File: src/design/sav_pkg.sv
// ----------------------------------------------------------------------------
// sav_pkg
// Shared types and constants of the stack-accumulator execution core.
// ----------------------------------------------------------------------------
package sav_pkg;

	localparam int unsigned STACK_BYTES_DEF = 16384;
	localparam int unsigned MEM_BYTES_DEF   = 65536;
	localparam int unsigned WORD_BYTES      = 4;
	localparam int unsigned BYTE_BITS       = 8;
	localparam int unsigned DATA_W          = 32;
	localparam int unsigned PTR_W           = 16;

	typedef enum logic [3:0] {
		OP_LOAD  = 4'd0,
		OP_FETCH = 4'd1,
		OP_PTR   = 4'd2,
		OP_PUSH  = 4'd3,
		OP_JUMP  = 4'd4,
		OP_CALL  = 4'd5,
		OP_RET   = 4'd6,
		OP_POP   = 4'd7,
		OP_ADD   = 4'd8,
		OP_SUB   = 4'd9,
		OP_MUL   = 4'd10,
		OP_DIV   = 4'd11,
		OP_PUTC  = 4'd12,
		OP_PUTI  = 4'd13,
		OP_CMP   = 4'd14
	} op_t;

	typedef enum logic [1:0] {
		PRINT_NONE = 2'd0,
		PRINT_CHAR = 2'd1,
		PRINT_NUM  = 2'd2
	} print_t;

	typedef enum logic [1:0] {
		FAULT_OK        = 2'd0,
		FAULT_DIV_ZERO  = 2'd1,
		FAULT_UNDERFLOW = 2'd2,
		FAULT_OVERFLOW  = 2'd3
	} fault_t;

	// pointer-move modes
	localparam logic [2:0] PM_SP_FROM_BP  = 3'd0;
	localparam logic [2:0] PM_BP_FROM_SP  = 3'd1;
	localparam logic [2:0] PM_ACC_FROM_BP = 3'd2;
	localparam logic [2:0] PM_POP_BP      = 3'd3;

	// compare modes
	localparam logic [2:0] CMP_NZ = 3'd0;
	localparam logic [2:0] CMP_LT = 3'd1;
	localparam logic [2:0] CMP_LE = 3'd2;
	localparam logic [2:0] CMP_EQ = 3'd3;

	// classified operation handed from front to back
	typedef struct packed {
		op_t               op;
		logic [DATA_W-1:0] imm;
		logic [2:0]        mode;
		logic              pops;
		logic              pushes;
		logic [DATA_W-1:0] mask;
	} cmd_t;

	typedef struct packed {
		logic              start;
		logic [DATA_W-1:0] dividend;
		logic [DATA_W-1:0] divisor;
	} div_req_t;

	typedef struct packed {
		logic              done;
		logic [DATA_W-1:0] quot;
	} div_rsp_t;

endpackage

File: src/design/sav_front.sv
// ----------------------------------------------------------------------------
// sav_front
// Accepts operation beats, classifies them and queues them for the back end.
// ----------------------------------------------------------------------------
module sav_front (
	input  logic          clk,
	input  logic          arst_n,
	input  logic          op_valid,
	output logic          op_stall,
	input  logic [3:0]    opcode,
	input  logic [31:0]   immediate,
	input  logic [2:0]    sub_mode,
	output logic          cmd_valid,
	output sav_pkg::cmd_t cmd,
	input  logic          cmd_pop
);
	import sav_pkg::*;

	localparam int unsigned QUEUE_DEPTH = 2;
	localparam int unsigned QPTR_W      = $clog2(QUEUE_DEPTH);
	localparam int unsigned QCNT_W      = $clog2(QUEUE_DEPTH + 1);

	cmd_t              dec;
	op_t               op;
	cmd_t              entry_q [QUEUE_DEPTH];
	logic [QPTR_W-1:0] wr_ptr_q;
	logic [QPTR_W-1:0] rd_ptr_q;
	logic [QCNT_W-1:0] cnt_q;
	logic              push;

	// classification
	always_comb begin
		op         = op_t'(opcode);
		dec.op     = op;
		dec.imm    = immediate;
		dec.mode   = sub_mode;
		dec.pushes = (op == OP_PUSH) || (op == OP_CALL);
		dec.pops   = ((op == OP_PTR) && (sub_mode == PM_POP_BP)) || (op == OP_RET) ||
			(op == OP_POP) || (op == OP_ADD) || (op == OP_SUB) || (op == OP_MUL) ||
			(op == OP_DIV);
		// fetch byte count mask, counts above four act as four
		case (sub_mode)
			3'd0: dec.mask = 32'h0000_0000;
			3'd1: dec.mask = 32'h0000_00ff;
			3'd2: dec.mask = 32'h0000_ffff;
			3'd3: dec.mask = 32'h00ff_ffff;
			default: dec.mask = 32'hffff_ffff;
		endcase
	end

	assign op_stall  = (cnt_q == QCNT_W'(QUEUE_DEPTH));
	assign push      = op_valid && !op_stall;
	assign cmd_valid = (cnt_q != '0);
	assign cmd       = entry_q[rd_ptr_q];

	// queue pointers and fill
	always_ff @(posedge clk or negedge arst_n) begin
		if (!arst_n) begin
			wr_ptr_q <= '0;
			rd_ptr_q <= '0;
			cnt_q    <= '0;
		end else begin
			if (push) begin
				wr_ptr_q <= wr_ptr_q + 1'b1;
			end
			if (cmd_pop) begin
				rd_ptr_q <= rd_ptr_q + 1'b1;
			end
			if (push && !cmd_pop) begin
				cnt_q <= cnt_q + 1'b1;
			end else if (!push && cmd_pop) begin
				cnt_q <= cnt_q - 1'b1;
			end
		end
	end

	// queue storage
	always_ff @(posedge clk) begin
		if (push) begin
			entry_q[wr_ptr_q] <= dec;
		end
	end

endmodule

File: config.mk
export PLATFORM = sky130hd
export DESIGN_NAME = sav_front
export DESIGN_NICKNAME = d
export VERILOG_FILES = /design/src/design/sav_pkg.sv /design/src/design/sav_front.sv
export SDC_FILE = /design/constraint.sdc
export NUM_CORES = 1
export LEC_CHECK = 0
export BUFFER_PORTS_ARGS = -buffer_cell sky130_fd_sc_hd__clkbuf_2
export CAP_MARGIN = 25
export CORE_MARGIN = 1.5
export CORE_UTILIZATION = 41
export CTS_CLUSTER_SIZE = 25
export DETAILED_ROUTE_END_ITERATION = 10
export HOLD_SLACK_MARGIN = 0.12
export PLACE_DENSITY = 0.78
export SETUP_SLACK_MARGIN = 0.4
export SYNTH_ARGS = -nofsm -noshare
export SYNTH_HDL_FRONTEND = slang
export SYNTH_SLANG_ARGS = --single-unit
File: constraint.sdc
create_clock -name clk -period 3.03 [get_ports clk]
set_clock_uncertainty 0.2 [all_clocks]
set_input_delay 0.303 -clock clk [delete_from_list [all_inputs] [get_ports clk]]
set_output_delay 0.303 -clock clk [all_outputs]
set_load 0.05 [all_outputs]
== Yosys cells after proc, flatten, opt, wreduce, memory -nomap -nowiden ==
Memory sizes are Yosys's and may differ from the RTL's.
Cells that the tools add are included.

* Eq/ne operators: 13
* Reduce and logical (&&, ||, !) cells: 17
* $add $sub $neg: 4
* Muxes and demuxes: 5

{| class="wikitable"
|+ Operators with widths
! operator !! count
|-
| $pmux W32 S4 || 1
|-
| $eq A4 B4 Y1 const B || 4
|-
| $eq A4 B3 Y1 const B || 3
|-
| $eq A4 B2 Y1 const B || 2
|-
| $logic_or A1 B1 Y1 || 7
|-
| $eq A3 B2 Y1 const B || 2
|-
| $logic_and A1 B1 Y1 || 4
|-
| $mux W2 || 2
|-
| $reduce_bool A2 Y1 || 2
|-
| $eq A3 B1 Y1 const B || 1
|-
| $logic_not A1 Y1 || 3
|-
| $logic_not A3 Y1 || 1
|-
| $add A1 B1 Y1 const B || 2
|-
| $add A2 B1 Y2 const B || 1
|-
| $eq A2 B2 Y1 const B || 1
|-
| $mux W1 || 2
|-
| $sub A2 B1 Y2 const B || 1
|}

* Memories: 1
* Bits of input ports: 43
* Flip-flop bits (word level): 4
* Logic and storage cells: 43
* Output and inout port bits: 75
* Memory bits (writable): 146

{| class="wikitable"
|+ Memory list
! name !! words !! width !! rd ports !! clocked after Yosys merged registers in !! wr ports !! line !! text
|-
| entry_q || 2 || 73 || 1 || 0 || 1 || sav_front.sv:25 || <nowiki>cmd_t entry_q [QUEUE_DEPTH];</nowiki>
|}

== Longest topological paths before layout ==
* Depth in word-level cells: 8
* Mapped depth: 7

== Worst setup path before layout ==
No wires, ideal clock.

* Path kind: register -> register
* Start point: register cnt_q[0]
* End point: memory entry_q[0][15] (netlist name), enable pin
* Period minus slack after synthesis: 3.162 ns
* Path slack: -0.132 ns
* Buffers on the path: 0
* Required time: 2.383 ns
* Cell stages (with the launch flop): 4
* Arrival: 2.515 ns
* Setup time: 0.447 ns
* Cell sequence: dfrtp_1 > nand2b_1 > nand2_1 > nor2_1

* Word-level cells in the longest chain between the ends: 5

{| class="wikitable"
|+ RTL lines
! item !! line !! text
|-
| start, declared || sav_front.sv:28 || <nowiki>logic [QCNT_W-1:0] cnt_q;</nowiki>
|-
| start signal, assigned || sav_front.sv:70 || <nowiki>cnt_q <= cnt_q + 1'b1;</nowiki>
|-
| start signal, assigned || sav_front.sv:72 || <nowiki>cnt_q <= cnt_q - 1'b1;</nowiki>
|-
| $eq A2 B2 Y1 || sav_front.sv:51 || <nowiki>assign op_stall = (cnt_q == QCNT_W'(QUEUE_DEPTH));</nowiki>
|-
| $logic_not A1 Y1 || sav_front.sv:52 || <nowiki>assign push = op_valid && !op_stall;</nowiki>
|-
| $logic_and A1 B1 Y1 || sav_front.sv:52 ||
|-
| $mux W1 || sav_front.sv:79 || <nowiki>if (push) begin</nowiki>
|-
| $mux W1 (not written as such) || sav_front.sv:80 || <nowiki>entry_q[wr_ptr_q] <= dec;</nowiki>
|-
| end, declared || sav_front.sv:25 ||
|}

Every way passes these cells.

==> impl_results.rst <==
.. list-table::
   :header-rows: 1

   * - Metric
     - Value
   * - Run status
     - finished, final reports clean
   * - Cells after Synth
     - 197
   * - DP Area
     - about 4500 sq um
   * - Setup repair after global routing missed its margin
     - false
   * - Maximum buffer depth of the clock tree
     - 2
   * - Final count of hold timing violations
     - 0
   * - Transition time at the pin with the least slew margin
     - approximately 560 ps
   * - Arrival time worst endpoint
     - between 1500 and 2000 ps
   * - Yosys Warn Count
     - 0
   * - Starting Density
     - between 40 and 50%
   * - Class of the most critical hold timing path
     - flip-flop to flip-flop
   * - Post_cts resized
     - 0
   * - Max-cap viol count
     - 0
   * - Number of pins with negative max-slew slack in the final report
     - 0
   * - Nets in the synthesized netlist
     - about 240
   * - Post-route cell area
     - roughly 5100 sq um
   * - Category of the worst setup path launch point
     - flip-flop
   * - Maximum number of pins on one net before global-route repair
     - 30
   * - FF+latch area
     - between 2000 and 3000 sq um
   * - Later-pin clock latency in the skew report
     - between 300 and 400 ps
   * - Minimum clock period after layout
     - between 2000 and 2500 ps
   * - Dominant synthesized flop cell
     - sky130_fd_sc_hd__edfxtp_1
   * - Vias in the first global route
     - between 2,000 and 2,500
   * - Fillcell total
     - 734
   * - Area of the multi-input gates
     - a little over 800 sq um
   * - Crit Path Class
     - flip-flop to output pin
   * - Non-filler cells, final
     - about 470
   * - Commonest cells after routing, fill and taps aside
     - sky130_fd_sc_hd__clkbuf_2, sky130_fd_sc_hd__edfxtp_1, sky130_fd_sc_hd__dlygate4sd3_1
   * - Clock root buffer
     - sky130_fd_sc_hd__clkbuf_8
   * - # diodes
     - 0
   * - Die height
     - between 100 and 150 um
   * - Wire length of the first global-routing pass
     - 10,200 um
   * - Global-route usage over all layers
     - 13.7%
   * - Num CTS Buffers
     - 9
   * - CTS tree
     - done
   * - Worst rel slew slack
     - between 60% and 70%
   * - Fin Setup TNS
     - 0 ps
   * - Fraction of layout cells with a size suffix above 1
     - 53.9%
   * - Mean post-synth cell area
     - 19.9 sq um
   * - DRT iter0 DRCs
     - 76
   * - Die Outline Area
     - a little over 10,000 sq um
   * - Final worst path period share
     - 80.2%
   * - Global routing met2 resource utilization
     - about a quarter
   * - DP Worst Slack
     - 942 ps
   * - Global-route layer with the greatest usage
     - met2
   * - Placed cells
     - around 410
   * - Placeable core region
     - ~9200 sq um
   * - Clock sink count
     - 94
   * - Residual antenna-violating net count after detailed routing
     - 0
   * - Total number of placement rows
     - 35
   * - Total wire length
     - 6780 um
   * - GR met1 Demand/Resource
     - around 16%
   * - Share of synthesized area occupied by flip-flops and latches
     - 71.5%
   * - CTS H-tree lvls
     - 3
   * - Fraction of registers with async set or reset after synthesis
     - 4.26%
   * - # setup viols final
     - 0
   * - Number of enable-type register cells in the synthesized netlist
     - 90
   * - CP Data Required Time
     - about 2500 ps
   * - Met3 usage in global routing
     - under 10%
   * - Number of search-and-repair iterations in the first detailed-routing pass
     - 4
   * - Layout area overhead
     - 29.4%
   * - Vias per inst
     - between 4 and 5
   * - Register bit count reported by yosys
     - 94
   * - Leftover overflow at the end of global routing
     - 0
   * - Total Nets Final
     - around 380
   * - Highest fanout seen on the critical path
     - 16
   * - Number of antenna violations at the first check in global routing
     - 0
   * - Via count
     - ~2,100
   * - Horizontal die dimension
     - 101 um
   * - Highest clock rate
     - between 400 and 500 MHz
   * - Clk pin slew, worst setup/hold paths
     - about 80 ps
   * - PnR worst setup slack
     - 600 ps
   * - Boundary Pins
     - 118
   * - Routed len/inst
     - 14.4 um
   * - Placer's final routability congestion estimate
     - 0.675
   * - Number of remaining DRC errors
     - 0
   * - Cell area after synthesis
     - 3920 sq um
   * - Critical path endpoint category
     - output pin
   * - DP Wirelength
     - between 4000 and 5000 um
   * - Number of different library cells in the post-synthesis netlist
     - 22
   * - Most frequent standard cell in the layout excluding fill and tap cells
     - sky130_fd_sc_hd__clkbuf_2
   * - Buffers on Ports
     - 117
metal layers:
layer  share of wire [%]  wire length [um]
met2                  51              3470
met4                0.71                48
met1                  43              2920
met5                   0                 0
met3                 5.0               342
registers in the layout (all words and copies together), names as in the netlist:
name      flops
entry_q      90
cnt_q         2
rd_ptr_q      1
wr_ptr_q      1
cells in the mapped netlist, types with 2 or more instances:
library cell	instances	area (sq um)
sky130_fd_sc_hd__dfrtp_1	4	100
sky130_fd_sc_hd__buf_12	4	80.1
sky130_fd_sc_hd__mux2_2	6	67.6
sky130_fd_sc_hd__mux2_4	39	586
sky130_fd_sc_hd__buf_4	28	210
sky130_fd_sc_hd__xor2_1	3	26.3
sky130_fd_sc_hd__or2_2	2	12.5
sky130_fd_sc_hd__edfxtp_1	90	2700
sky130_fd_sc_hd__inv_1	3	11.3
sky130_fd_sc_hd__nor2_1	4	15.0
sky130_fd_sc_hd__xnor2_1	3	26.3
per-stage QoR:
| step | utilization [%] | hold slack (ps) |
|---|---|---|
| after floorplan | - | -193 |
| after global placement | 48.2 | -69.6 |
| after detailed placement | 48.2 | -66.9 |
| after CTS | 54.9 | 311 |
| after global routing | 54.9 | 328 |
| final | 54.9 | 309 |
path summary, 6_finish.rpt:
path	slack [ps]	from	cells after the start	end
setup / recovery	600	rd_ptr_q$_DFFE_PN0P_	3	cmd[22]
hold / removal	310	cnt_q[1]$_DFFE_PN0P_	1	cnt_q[1]$_DFFE_PN0P_
setup reg to reg	1040	cnt_q[0]$_DFFE_PN0P_	4	entry_q[0][60]$_DFFE_PP_
hold reg to reg	310	cnt_q[1]$_DFFE_PN0P_	1	cnt_q[1]$_DFFE_PN0P_
max in group asynchronous	1710	arst_n	3	rd_ptr_q$_DFFE_PN0P_
min in group asynchronous	690	arst_n	3	cnt_q[0]$_DFFE_PN0P_
cell type report:
type	count	share of cell area (%)
timing repair buffer	164	21.6
clock inverter	5	1.16
multi-input combinational	66	15.9
sequential	94	55.3
clock buffer	11	2.59
inverter	3	0.222
tap	129	3.18
cell families (layout without fill, tap and decap cells):
| group | Yosys count | count (layout) | share of synthesized area [%] |
|---|---|---|---|
| AOI/OAI and AO/OA | 3 | 3 | 0.607 |
| xor gates and xnor gates | 6 | 6 | 1.34 |
| adders and majority gates | 1 | 1 | 0.319 |
| buffers and inverters | 37 | 183 | 8.08 |
| DFF | 94 | 94 | 71.5 |
| muxes | 45 | 45 | 16.7 |
| and+or+nand+nor | 11 | 11 | 1.47 |
timing repair:
action	in CTS	in global routing
hold endpoints to repair	86	0
hold buffers	43	0
buffers inserted	0	0
critical path: stages (launching register included):
cell and delay [ps]:
sky130_fd_sc_hd__dfrtp_2 730, sky130_fd_sc_hd__buf_12 250, sky130_fd_sc_hd__mux2_4 360, sky130_fd_sc_hd__clkbuf_2 250
Power is left out: the tool's default activity adds up to more than one toggle a clock period on the data nets, which glitch-free logic cannot reach.
